[src/rtl/page_table_map_walker_top_defines.svh]
// ---------------------------------------------------------------------------
// page_table_map_walker_top_defines
// Assertion macros used by the page table map walker sequencer.
// ---------------------------------------------------------------------------
`ifndef PAGE_TABLE_MAP_WALKER_TOP_DEFINES_SVH
`define PAGE_TABLE_MAP_WALKER_TOP_DEFINES_SVH

`ifndef SYNTHESIS
// antecedent implies consequent in the same cycle
`define PTMW_ASSERT_SAME(label, clk, rst, ante, cons) \
   label: assert property (@(posedge clk) disable iff (rst) (ante) |-> (cons)) \
      else $error("ptmw assertion failed");
// antecedent implies consequent in the next cycle
`define PTMW_ASSERT_NEXT(label, clk, rst, ante, cons) \
   label: assert property (@(posedge clk) disable iff (rst) (ante) |=> (cons)) \
      else $error("ptmw assertion failed");
`else
`define PTMW_ASSERT_SAME(label, clk, rst, ante, cons)
`define PTMW_ASSERT_NEXT(label, clk, rst, ante, cons)
`endif

`endif

[src/rtl/ptmw_pkg.sv]
// ---------------------------------------------------------------------------
// ptmw_pkg
// Shared constants, types and helper functions of the page table map walker.
// ---------------------------------------------------------------------------
package ptmw_pkg;

   localparam int POOL_FRAMES_DEF = 64;

   localparam int VA_W        = 57;
   localparam int PA_W        = 52;
   localparam int PROT_W      = 3;
   localparam int ENTRY_W     = 64;
   localparam int BASE_W      = 40;
   localparam int CFG_FRAMES_W = 7;
   localparam int USED_W      = 7;
   localparam int SLICE_W     = 9;
   localparam int ENTRIES     = 512;
   localparam int LEVEL_W     = 3;
   localparam int CSR_IDX_W   = 2;

   // configuration register indexes
   localparam logic [CSR_IDX_W-1:0] CSR_FIVE_LEVEL  = 2'd0;
   localparam logic [CSR_IDX_W-1:0] CSR_POOL_BASE   = 2'd1;
   localparam logic [CSR_IDX_W-1:0] CSR_POOL_FRAMES = 2'd2;

   localparam logic [CFG_FRAMES_W-1:0] POOL_FRAMES_RST = 7'd64;

   // walk levels
   localparam logic [LEVEL_W-1:0] LVL_LEAF = 3'd1;
   localparam logic [LEVEL_W-1:0] LVL_2    = 3'd2;
   localparam logic [LEVEL_W-1:0] LVL_3    = 3'd3;
   localparam logic [LEVEL_W-1:0] LVL_4    = 3'd4;
   localparam logic [LEVEL_W-1:0] LVL_5    = 3'd5;

   // protection codes
   localparam logic [PROT_W-1:0] PROT_RO      = 3'd0;
   localparam logic [PROT_W-1:0] PROT_RW      = 3'd1;
   localparam logic [PROT_W-1:0] PROT_EXEC_RW = 3'd2;
   localparam logic [PROT_W-1:0] PROT_EXEC_RO = 3'd3;

   // entry flags
   localparam logic [ENTRY_W-1:0] F_P  = 64'h0000_0000_0000_0001;
   localparam logic [ENTRY_W-1:0] F_RW = 64'h0000_0000_0000_0002;
   localparam logic [ENTRY_W-1:0] F_US = 64'h0000_0000_0000_0004;
   localparam logic [ENTRY_W-1:0] F_NX = 64'h8000_0000_0000_0000;

   typedef struct packed {
      logic load;
      logic clear_wr;
      logic follow;
      logic alloc;
      logic fail;
      logic leaf_wr;
   } cmd_type;

   typedef struct packed {
      logic clear_done;
      logic present;
      logic rel_ok;
      logic alloc_ok;
      logic last_level;
   } stat_type;

   function automatic logic [ENTRY_W-1:0] prot_flags(input logic [PROT_W-1:0] prot);
      logic [ENTRY_W-1:0] flags;
      case (prot)
         PROT_RO:      flags = F_P | F_NX;
         PROT_RW:      flags = F_P | F_RW | F_NX;
         PROT_EXEC_RW: flags = F_P | F_RW;
         PROT_EXEC_RO: flags = F_P;
         default:      flags = '0;
      endcase
      return flags;
   endfunction

   function automatic logic [SLICE_W-1:0] va_slice(input logic [VA_W-1:0] va,
                                                   input logic [LEVEL_W-1:0] level);
      logic [SLICE_W-1:0] s;
      case (level)
         LVL_LEAF: s = va[20:12];
         LVL_2:    s = va[29:21];
         LVL_3:    s = va[38:30];
         LVL_4:    s = va[47:39];
         LVL_5:    s = va[56:48];
         default:  s = va[20:12];
      endcase
      return s;
   endfunction

endpackage

[src/rtl/ptmw_ctrl.sv]
// ---------------------------------------------------------------------------
// ptmw_ctrl
// Walk sequencer: clearing pass, level by level lookup, leaf write, result.
// ---------------------------------------------------------------------------
`include "page_table_map_walker_top_defines.svh"

module ptmw_ctrl
   import ptmw_pkg::*;
(
   input  logic     clock,
   input  logic     reset,
   input  logic     start,
   output logic     busy,
   output logic     rsp_valid,
   output cmd_type  cmd,
   input  stat_type stat
);

   typedef enum logic [5:0] {
      ST_CLEAR = 6'b000001,
      ST_IDLE  = 6'b000010,
      ST_READ  = 6'b000100,
      ST_EVAL  = 6'b001000,
      ST_LEAF  = 6'b010000,
      ST_DONE  = 6'b100000
   } state_type;

   state_type state_ff, state_in;

   always_comb begin
      state_in = state_ff;
      cmd      = '0;
      case (state_ff)
         ST_CLEAR: begin
            cmd.clear_wr = 1'b1;
            if (stat.clear_done) begin
               state_in = ST_IDLE;
            end
         end
         ST_IDLE: begin
            if (start) begin
               cmd.load = 1'b1;
               state_in = ST_READ;
            end
         end
         ST_READ: begin
            state_in = ST_EVAL;
         end
         ST_EVAL: begin
            if (stat.present ? !stat.rel_ok : !stat.alloc_ok) begin
               cmd.fail = 1'b1;
               state_in = ST_DONE;
            end else begin
               cmd.follow = stat.present;
               cmd.alloc  = !stat.present;
               state_in   = stat.last_level ? ST_LEAF : ST_READ;
            end
         end
         ST_LEAF: begin
            cmd.leaf_wr = 1'b1;
            state_in    = ST_DONE;
         end
         ST_DONE: begin
            state_in = ST_IDLE;
         end
         default: begin
            state_in = ST_IDLE;
         end
      endcase
   end

   always_ff @(posedge clock) begin
      if (reset) begin
         state_ff <= ST_CLEAR;
      end else begin
         state_ff <= state_in;
      end
   end

   assign busy      = state_ff != ST_IDLE;
   assign rsp_valid = state_ff == ST_DONE;

   `PTMW_ASSERT_NEXT(a_strobe_single, clock, reset, rsp_valid, !rsp_valid)
   `PTMW_ASSERT_SAME(a_alloc_room, clock, reset, cmd.alloc, stat.alloc_ok)
   `PTMW_ASSERT_NEXT(a_load_reads, clock, reset, cmd.load, state_ff == ST_READ)
   `PTMW_ASSERT_SAME(a_one_step, clock, reset, cmd.follow || cmd.alloc,
                     !(cmd.follow && cmd.alloc) && !cmd.fail)

endmodule

[config.mk]
export PLATFORM = sky130hd
export DESIGN_NAME = ptmw_ctrl
export DESIGN_NICKNAME = d
export VERILOG_FILES = /design/src/rtl/ptmw_pkg.sv /design/src/rtl/ptmw_ctrl.sv
export VERILOG_INCLUDE_DIRS = /design/src /design/src/rtl
export SDC_FILE = /design/constraint.sdc
export NUM_CORES = 1
export LEC_CHECK = 0
export ABC_CLOCK_PERIOD_IN_PS = 1400
export BUFFER_PORTS_ARGS = -buffer_cell sky130_fd_sc_hd__buf_2
export CORE_AREA = 2 2 39 41
export DETAILED_ROUTE_END_ITERATION = 10
export DIE_AREA = 0 0 41 43
export PLACE_DENSITY_LB_ADDON = 0.1
export SYNTH_ARGS = -nofsm -noshare
export SYNTH_HDL_FRONTEND = slang
export SYNTH_SLANG_ARGS = --single-unit
export TNS_END_PERCENT = 20
[constraint.sdc]
create_clock -name clock -period 1.4 [get_ports clock]
set_input_delay 0.07 -clock clock [delete_from_list [all_inputs] [get_ports clock]]
set_output_delay 0.07 -clock clock [all_outputs]
set_load 0.005 [all_outputs]
=== Word level (Yosys, flattened, before mapping) ===
Cells that the tools add are included.

* Input port bits: 8
* Output and inout port bits: 8
* Register bits after elaboration: 6
* Word-level logic and storage cells: 27

* Equal/unequal tests: 9
* Mux-type cells: 13
* Reduce and logical (&&, ||, !) cells: 4

{| class="wikitable"
|+ Operator list
! cell !! number
|-
| $pmux W6 S5 || 1
|-
| $mux W6 || 3
|-
| $eq A6 B1 Y1 const B || 1
|-
| $eq A6 B2 Y1 const B || 1
|-
| $eq A6 B3 Y1 const B || 1
|-
| $eq A6 B4 Y1 const B || 1
|-
| $eq A6 B5 Y1 const B || 1
|-
| $eq A6 B6 Y1 const B || 1
|-
| $mux W1 || 6
|-
| $ne A6 B2 Y1 const B || 1
|-
| $mux W5 || 1
|-
| $ne A2 B2 Y1 const B || 2
|-
| $logic_not A1 Y1 || 3
|-
| $mux W3 || 1
|-
| $mux W2 || 1
|-
| $reduce_and A2 Y1 || 1
|}

=== Depth between registers and ports, before layout ===
Gate-level depths: netlist (run 1).

* Depth after elaboration: 4
* Gate-level depth with buffers: 4
* Mapped depth without buffers: 4

=== Least setup slack after synthesis (run 1) ===
OpenSTA, ideal clock, no wires.

* Kind: flip-flop to flip-flop
* Start point: register state_ff[4]
* End point: register state_ff[2]
* Arrival: 1205 ps
* Path buffers: 0
* Setup slack: 116 ps
* Setup time: 79 ps
* Stages on the path, launching flop included: 5
* Cells stage by stage: dfxtp_1 nor3_4 nand2_2 or3b_1 a211oi_2

* Word-level cells in the longest chain between the ends: 3
* Elaborated cells between the ends (all ways): 9
* Those cells by class: eq/ne: 7; mux: 1; reduce/logical: 1

{| class="wikitable"
|+ RTL lines
! what !! RTL line !! text
|-
| start, declared || ptmw_ctrl.sv:28 || <nowiki>state_type state_ff, state_in;</nowiki>
|-
| start signal, assigned || ptmw_ctrl.sv:76 || <nowiki>state_ff <= state_in;</nowiki>
|-
| $eq A6 B1 Y1 or $eq A6 B2 Y1 (tied branches) || ptmw_ctrl.sv:33 || <nowiki>case (state_ff)</nowiki>
|-
| $ne A2 B2 Y1 (no line) || n/a ||
|-
| $reduce_and A2 Y1 (no line) || n/a ||
|}

Several ways; a longest one is shown, not always the timed one.
A chain may end at the register's enable or synchronous reset.

==> flow_summary.toml, run 1 <==
[setup_path]
cp-end-kind = "primary output"
worstSetupEndpoint = "cmd[1]"
crit_start = "state_ff[4]"
rr_startpoint = "state_ff[4]"
reg2reg_depth = 4
cp_max_fo = 6
crit_chain = "nor3_4, nand2_2, buf_6, nor2_4, buf_2"
slowest_delay_ns = 0.36
r2r_setup_slack_ns = 0.08
path_class = "reg2out"
cp.required_ns = 1.33
cp_data_arrival_time_ns = 1.25
cp-start-kind = "flop"
worstReg2RegEnd = "state_ff[2]"
crit_slowest_cell = "dfxtp_4"

[die]
dieWidth_microns = 41
rows = 14
die_area_sq_um = 1760
io_pins = 16
die_y_microns = 43
coreArea_sq_um = 1380
initial_utilization = 0.243

[finish]
n_fill_cell = 152
insertedDiodeCount = 0
post_route_cells_drive_above_1_share = 0.541
final_core_util = 0.373
largest_register = "state_ff"
top_regs = "state_ff (6)"
largest_register_ffs = 6
area_delta_synth_final_pct = 53.5
nets = 71
finalInstanceArea_sq_um = 517

[timing]
setup_violations = 0
fin_crit_ns = 1.32
finalMaxSlewViolations = 0
worst_pin_slew_ns = 0.372
slew_headroom = 0.748
finalSetupTns_ns = 0
skew_ns = 0.00439
fmax_ghz = 0.756
finalHoldViolCount = 0
whs_ns = 0.00905
timing.final.crit_share = 0.945

[synth]
synth_nets = 47
synthDistinctLibCells = 21
synth_seq_cells = 6
yosysWarnings = 0
ys_seq_area_frac = 0.357
netlist_area_sq_um = 337
syn_inst = 39
synth_area_per_cell_sq_um = 8.63

[global_route]
grt_pass1_wl_microns = 1300
grt-ovfl-total = 0
grt_antenna_before_repair = 0
grt_max_degree = 7
grt_pass1_vias = 322
grt_use_total = 0.114

[place]
gp_congestion = 0.674
port_buffers = 15
dp_hpwl_microns = 644
dpl_cell_area_sq_um = 462

[routing]
drt-total-wl_microns = 898
antenna_left = 0
wl_per_cell_microns = 11.7
wl_met2_microns = 512
wirelength_met1_microns = 332
vias = 362
drc_errors = 0
viasPerCell = 4.70
first_pass_iters = 2
drt_iter0_drc = 5
top_layer = "met4"
met3_length_microns = 42

[cts]
clk_latency_ns = 0.24
clock_sinks = 6
cts_buffer_depth = 2
cts_tree = "done"
ctsHtreeMaxLevel = 1
cts_setup_buffers = 0
postCtsHoldBufs = 0
cts.clk_slew.worst_paths_ns = 0.05
cts.root.buffer_cell = "clkbuf_4"
numCtsBuffers = 3

[outcome]
status = "finished, final reports clean"

[job]
maxCapViolCount = 0

[pwr]
cellLeakagePower_uw = 0.000245
ir_worst_vdd_uv = 255
p_per_area_nw_per_um2 = 782

[worst_hold_path]
hp-class = "in2reg"
==> cell usage after synthesis (all sizes together) <==
| master | instances | share of area |
|---|---|---|
| nor2 | 7 | 0.078 |
| dfxtp | 6 | 0.36 |
| nand2 | 4 | 0.052 |
| nor3 | 4 | 0.093 |
| and3 | 3 | 0.056 |
| nor4 | 2 | 0.037 |
| a211oi | 1 | 0.037 |
| a41o | 1 | 0.030 |
| and4 | 1 | 0.026 |
| inv | 1 | 0.011 |
| nand2b | 1 | 0.019 |
| nand3 | 1 | 0.015 |
| nand3b | 1 | 0.022 |
| nor3b | 1 | 0.037 |
| nor4b | 1 | 0.026 |
| o21ba | 1 | 0.030 |
| o21bai | 1 | 0.022 |
| or3b | 1 | 0.026 |
| xnor2 | 1 | 0.026 |
==> cells by family after synthesis <==
group	after synthesis	share of synthesized area
AO/OA/AOI/OAI	4	0.119
XOR/XNOR	1	0.0260
buffers and inverters	1	0.0111
flip-flops	6	0.357
AND/OR/NAND/NOR	27	0.487
==> report_power, final <==
part	switching [uW]	leakage, uW	internal [uW]
Clock	60.7	0.0000138	96.9
Sequential	10.2	0.0000510	175
Combinational	27.6	0.000180	33.2
==> layout by cell type, fill, tap and decap left out, types with 2 or more instances in the layout <==
cell type and n:
nand2_1 3, nor2_1 5, buf_2 15, buf_4 3
clkbuf_4 3, nor3_1 2, dfxtp_2 3, dfxtp_1 2
and3_1 3, nor4_1 2, nor3_4 2
==> worst min-delay path by stage <==
stage	from	to	slack, ns	cells past startpoint
5_1_grt	reset	state_ff[2]	0.004	2
2_1_floorplan	reset	state_ff[2]	0.13	1
6_report	reset	state_ff[2]	0.009	2
4_1_cts	reset	state_ff[2]	0.01	2
3_3_place_gp	reset	state_ff[2]	0.27	2
3_5_place_dp	reset	state_ff[2]	0.27	2
==> final cells by class <==
type                    count  area (sq um)  area share
inverters                   1          3.75     0.00726
well taps                  16          20.0      0.0387
repair buffers             19           109       0.211
multi-input cells          32           234       0.453
clock buffers               3          22.5      0.0436
flip-flops and latches      6           128       0.247
==> layer usage <==
layer | up-vias | global-route usage
met5 | - | 0
met4 | 0 | 0.0600
met3 | 2 | 0.0471
met2 | 10 | 0.175
met1 | 161 | 0.127
li1 | 189 | -
==> worst max-delay path, delay by kind of cell (launching register included) <==
family / cells / cell delay (ns)
AND/OR/NAND/NOR: 3 / 0.40
flip-flops: 1 / 0.36
buffers and inverters: 2 / 0.24
==> what timing repair did <==
item / in CTS / in global routing
setup endpoints to repair: 2 / 5
gates resized for setup: 3 / 8
pin swaps: 1 / 2
==> stage by stage <==
step / power, uW / instances / setup slack, ns
after floorplan: 216 / 39 / 0.116
after global placement: 248 / 74 / -0.0613
after detailed placement: 245 / 74 / 0.0110
after CTS: 410 / 77 / 0.0228
after global routing: 429 / 77 / -0.00212
final: 404 / 77 / 0.0764
Note: power is estimated with default switching activity, not from simulation.
==> inputs of run 2 (changes only) <==
- RECOVER_POWER: default -> 25
==> run 2 against run 1 <==
  * Total power shrank 0.14%
  * Wire length shrank 1.4%
  * Non-clock buffer count is the same
  * Combinational power shrank 0.7%
  * Count of clock-buffer cells in the layout is the same
  * Setup slack lost 0.0016 ns
  * Final area is the same
  * Worst hold slack is essentially flat
  * Sequential cell count is the same
  * Largest power group unchanged
  * Highest routed layer unchanged
==> flow_summary.toml, run 2 (synthesis results as in run 1) <==
[outcome]
status = "finished, final reports clean"

[finish]
finalInstanceArea_sq_um = 517
final_common_cell = "buf_2"
post_route_cells_drive_above_1_share = 0.541
top_regs = "state_ff (6)"
final_cell_mix = "buf_2 (15), nor2_1 (5), clkbuf_4 (4)"
largest_register = "state_ff"
insertedDiodeCount = 0
largest_register_ffs = 6
finalNonFillerCells = 77
area_delta_synth_final_pct = 53.5
nets = 71

[global_route]
grt_pass1_wl_microns = 1300
grt-ovfl-total = 0
grt_use_total = 0.114
grt_pass1_vias = 322
grt_antenna_before_repair = 0
gr-usage-met3 = 0.0471
grt_max_degree = 7
grt.busiest_layer = "met2"
grt_use_met2 = 0.175
use_met1 = 0.127

[pwr]
power_switching_uw = 98.2
pwr-share-clk = 0.390
comb_power_share = 0.150
power_uw = 403
power_frac_seq = 0.460
cellLeakagePower_uw = 0.000244
switching_share = 0.243
p_per_area_nw_per_um2 = 781
ir_worst_vdd_uv = 254
intPower_uw = 305

[die]
initial_utilization = 0.243
rows = 14
die_area_sq_um = 1760
coreArea_sq_um = 1380
die_y_microns = 43
dieWidth_microns = 41
io_pins = 16

[timing]
slew_headroom = 0.752
timing.final.crit_share = 0.947
skew_ns = 0.00445
finalHoldViolCount = 0
worst_pin_slew_ns = 0.367
setup_violations = 0
fin_crit_ns = 1.33
fmax_ghz = 0.755
finalSetupTns_ns = 0
finalMaxSlewViolations = 0

[routing]
drc_errors = 0
first_pass_iters = 4
antenna_left = 0
drt_iter0_drc = 5
viasPerCell = 4.69
vias = 361
wl_per_cell_microns = 11.5
drt-total-wl_microns = 885

[place]
dp.cells = 74
gp_congestion = 0.674
dp_hpwl_microns = 644
dpl_cell_area_sq_um = 462
port_buffers = 15

[worst_hold_path]
worstHoldPathCells = 2
hp-class = "in2reg"

[setup_path]
cp-end-kind = "primary output"
cp.required_ns = 1.33
path_class = "reg2out"
cp_data_arrival_time_ns = 1.26
cp_max_fo = 6
cp-start-kind = "flop"
reg2reg_depth = 4

[cts]
cts_setup_buffers = 0
cts_tree = "done"
cts.root.buffer_cell = "clkbuf_4"
ctsHtreeMaxLevel = 1
cts_buffer_depth = 2
clock_sinks = 6
cts.clk_slew.worst_paths_ns = 0.05
numCtsBuffers = 3
clk_latency_ns = 0.24
postCtsHoldBufs = 0

[job]
maxCapViolCount = 0
## run 2: power by group through the flow
stage / logic [uW] / registers (uW) / clock network (uW)
2_1_floorplan: 29.3 / 186 / 0
3_3_place_gp: 58.6 / 189 / 0
3_5_place_dp: 56.7 / 188 / 0
4_1_cts: 59.6 / 185 / 165
5_1_grt: 68.3 / 186 / 174
6_report: 60.5 / 185 / 157
## run 2: stage by stage
stage	util	hold WS, ns	worst slack, ns
floorplan	-	0.135	0.116
global placement	0.334	0.271	-0.0613
detailed placement	0.334	0.272	0.0110
CTS	0.356	0.0101	0.0228
global route	0.373	0.00368	-0.00212
finish	0.373	0.00955	0.0748
## run 2: final timing paths
check / start / to / slack [ns]
max: state_ff[1] / cmd[0] / 0.07
min reg2reg: state_ff[4] / state_ff[3] / 0.49
max reg2reg: state_ff[4] / state_ff[2] / 0.08
min: reset / state_ff[2] / 0.01
## run 2: final cells by class
type / count / area [sq um]
Fill cell: 152 / 867
Multi-Input combinational cell: 32 / 234
Sequential cell: 6 / 128
Timing Repair Buffer: 19 / 109
Clock buffer: 3 / 22.5
Tap cell: 16 / 20.0
Inverter: 1 / 3.75
## run 2: what timing repair did
action	CTS	global route
setup endpoints to repair	2	5
resized for setup	3	8
cloned	0	0
pin swaps	1	2
endpoints found under the hold margin	0	0
## run 2: worst max-delay path: stages (launching register included)
cell and delay, ns:
dfxtp_2 0.35, nor3_4 0.21, and3_1 0.22, buf_4 0.13
buf_2 0.10
## run 2: per-layer routing
layer	share of wire	up-vias
met5	0	-
met4	0.011	0
met3	0.050	2
met2	0.58	12
met1	0.36	158
li1	-	189
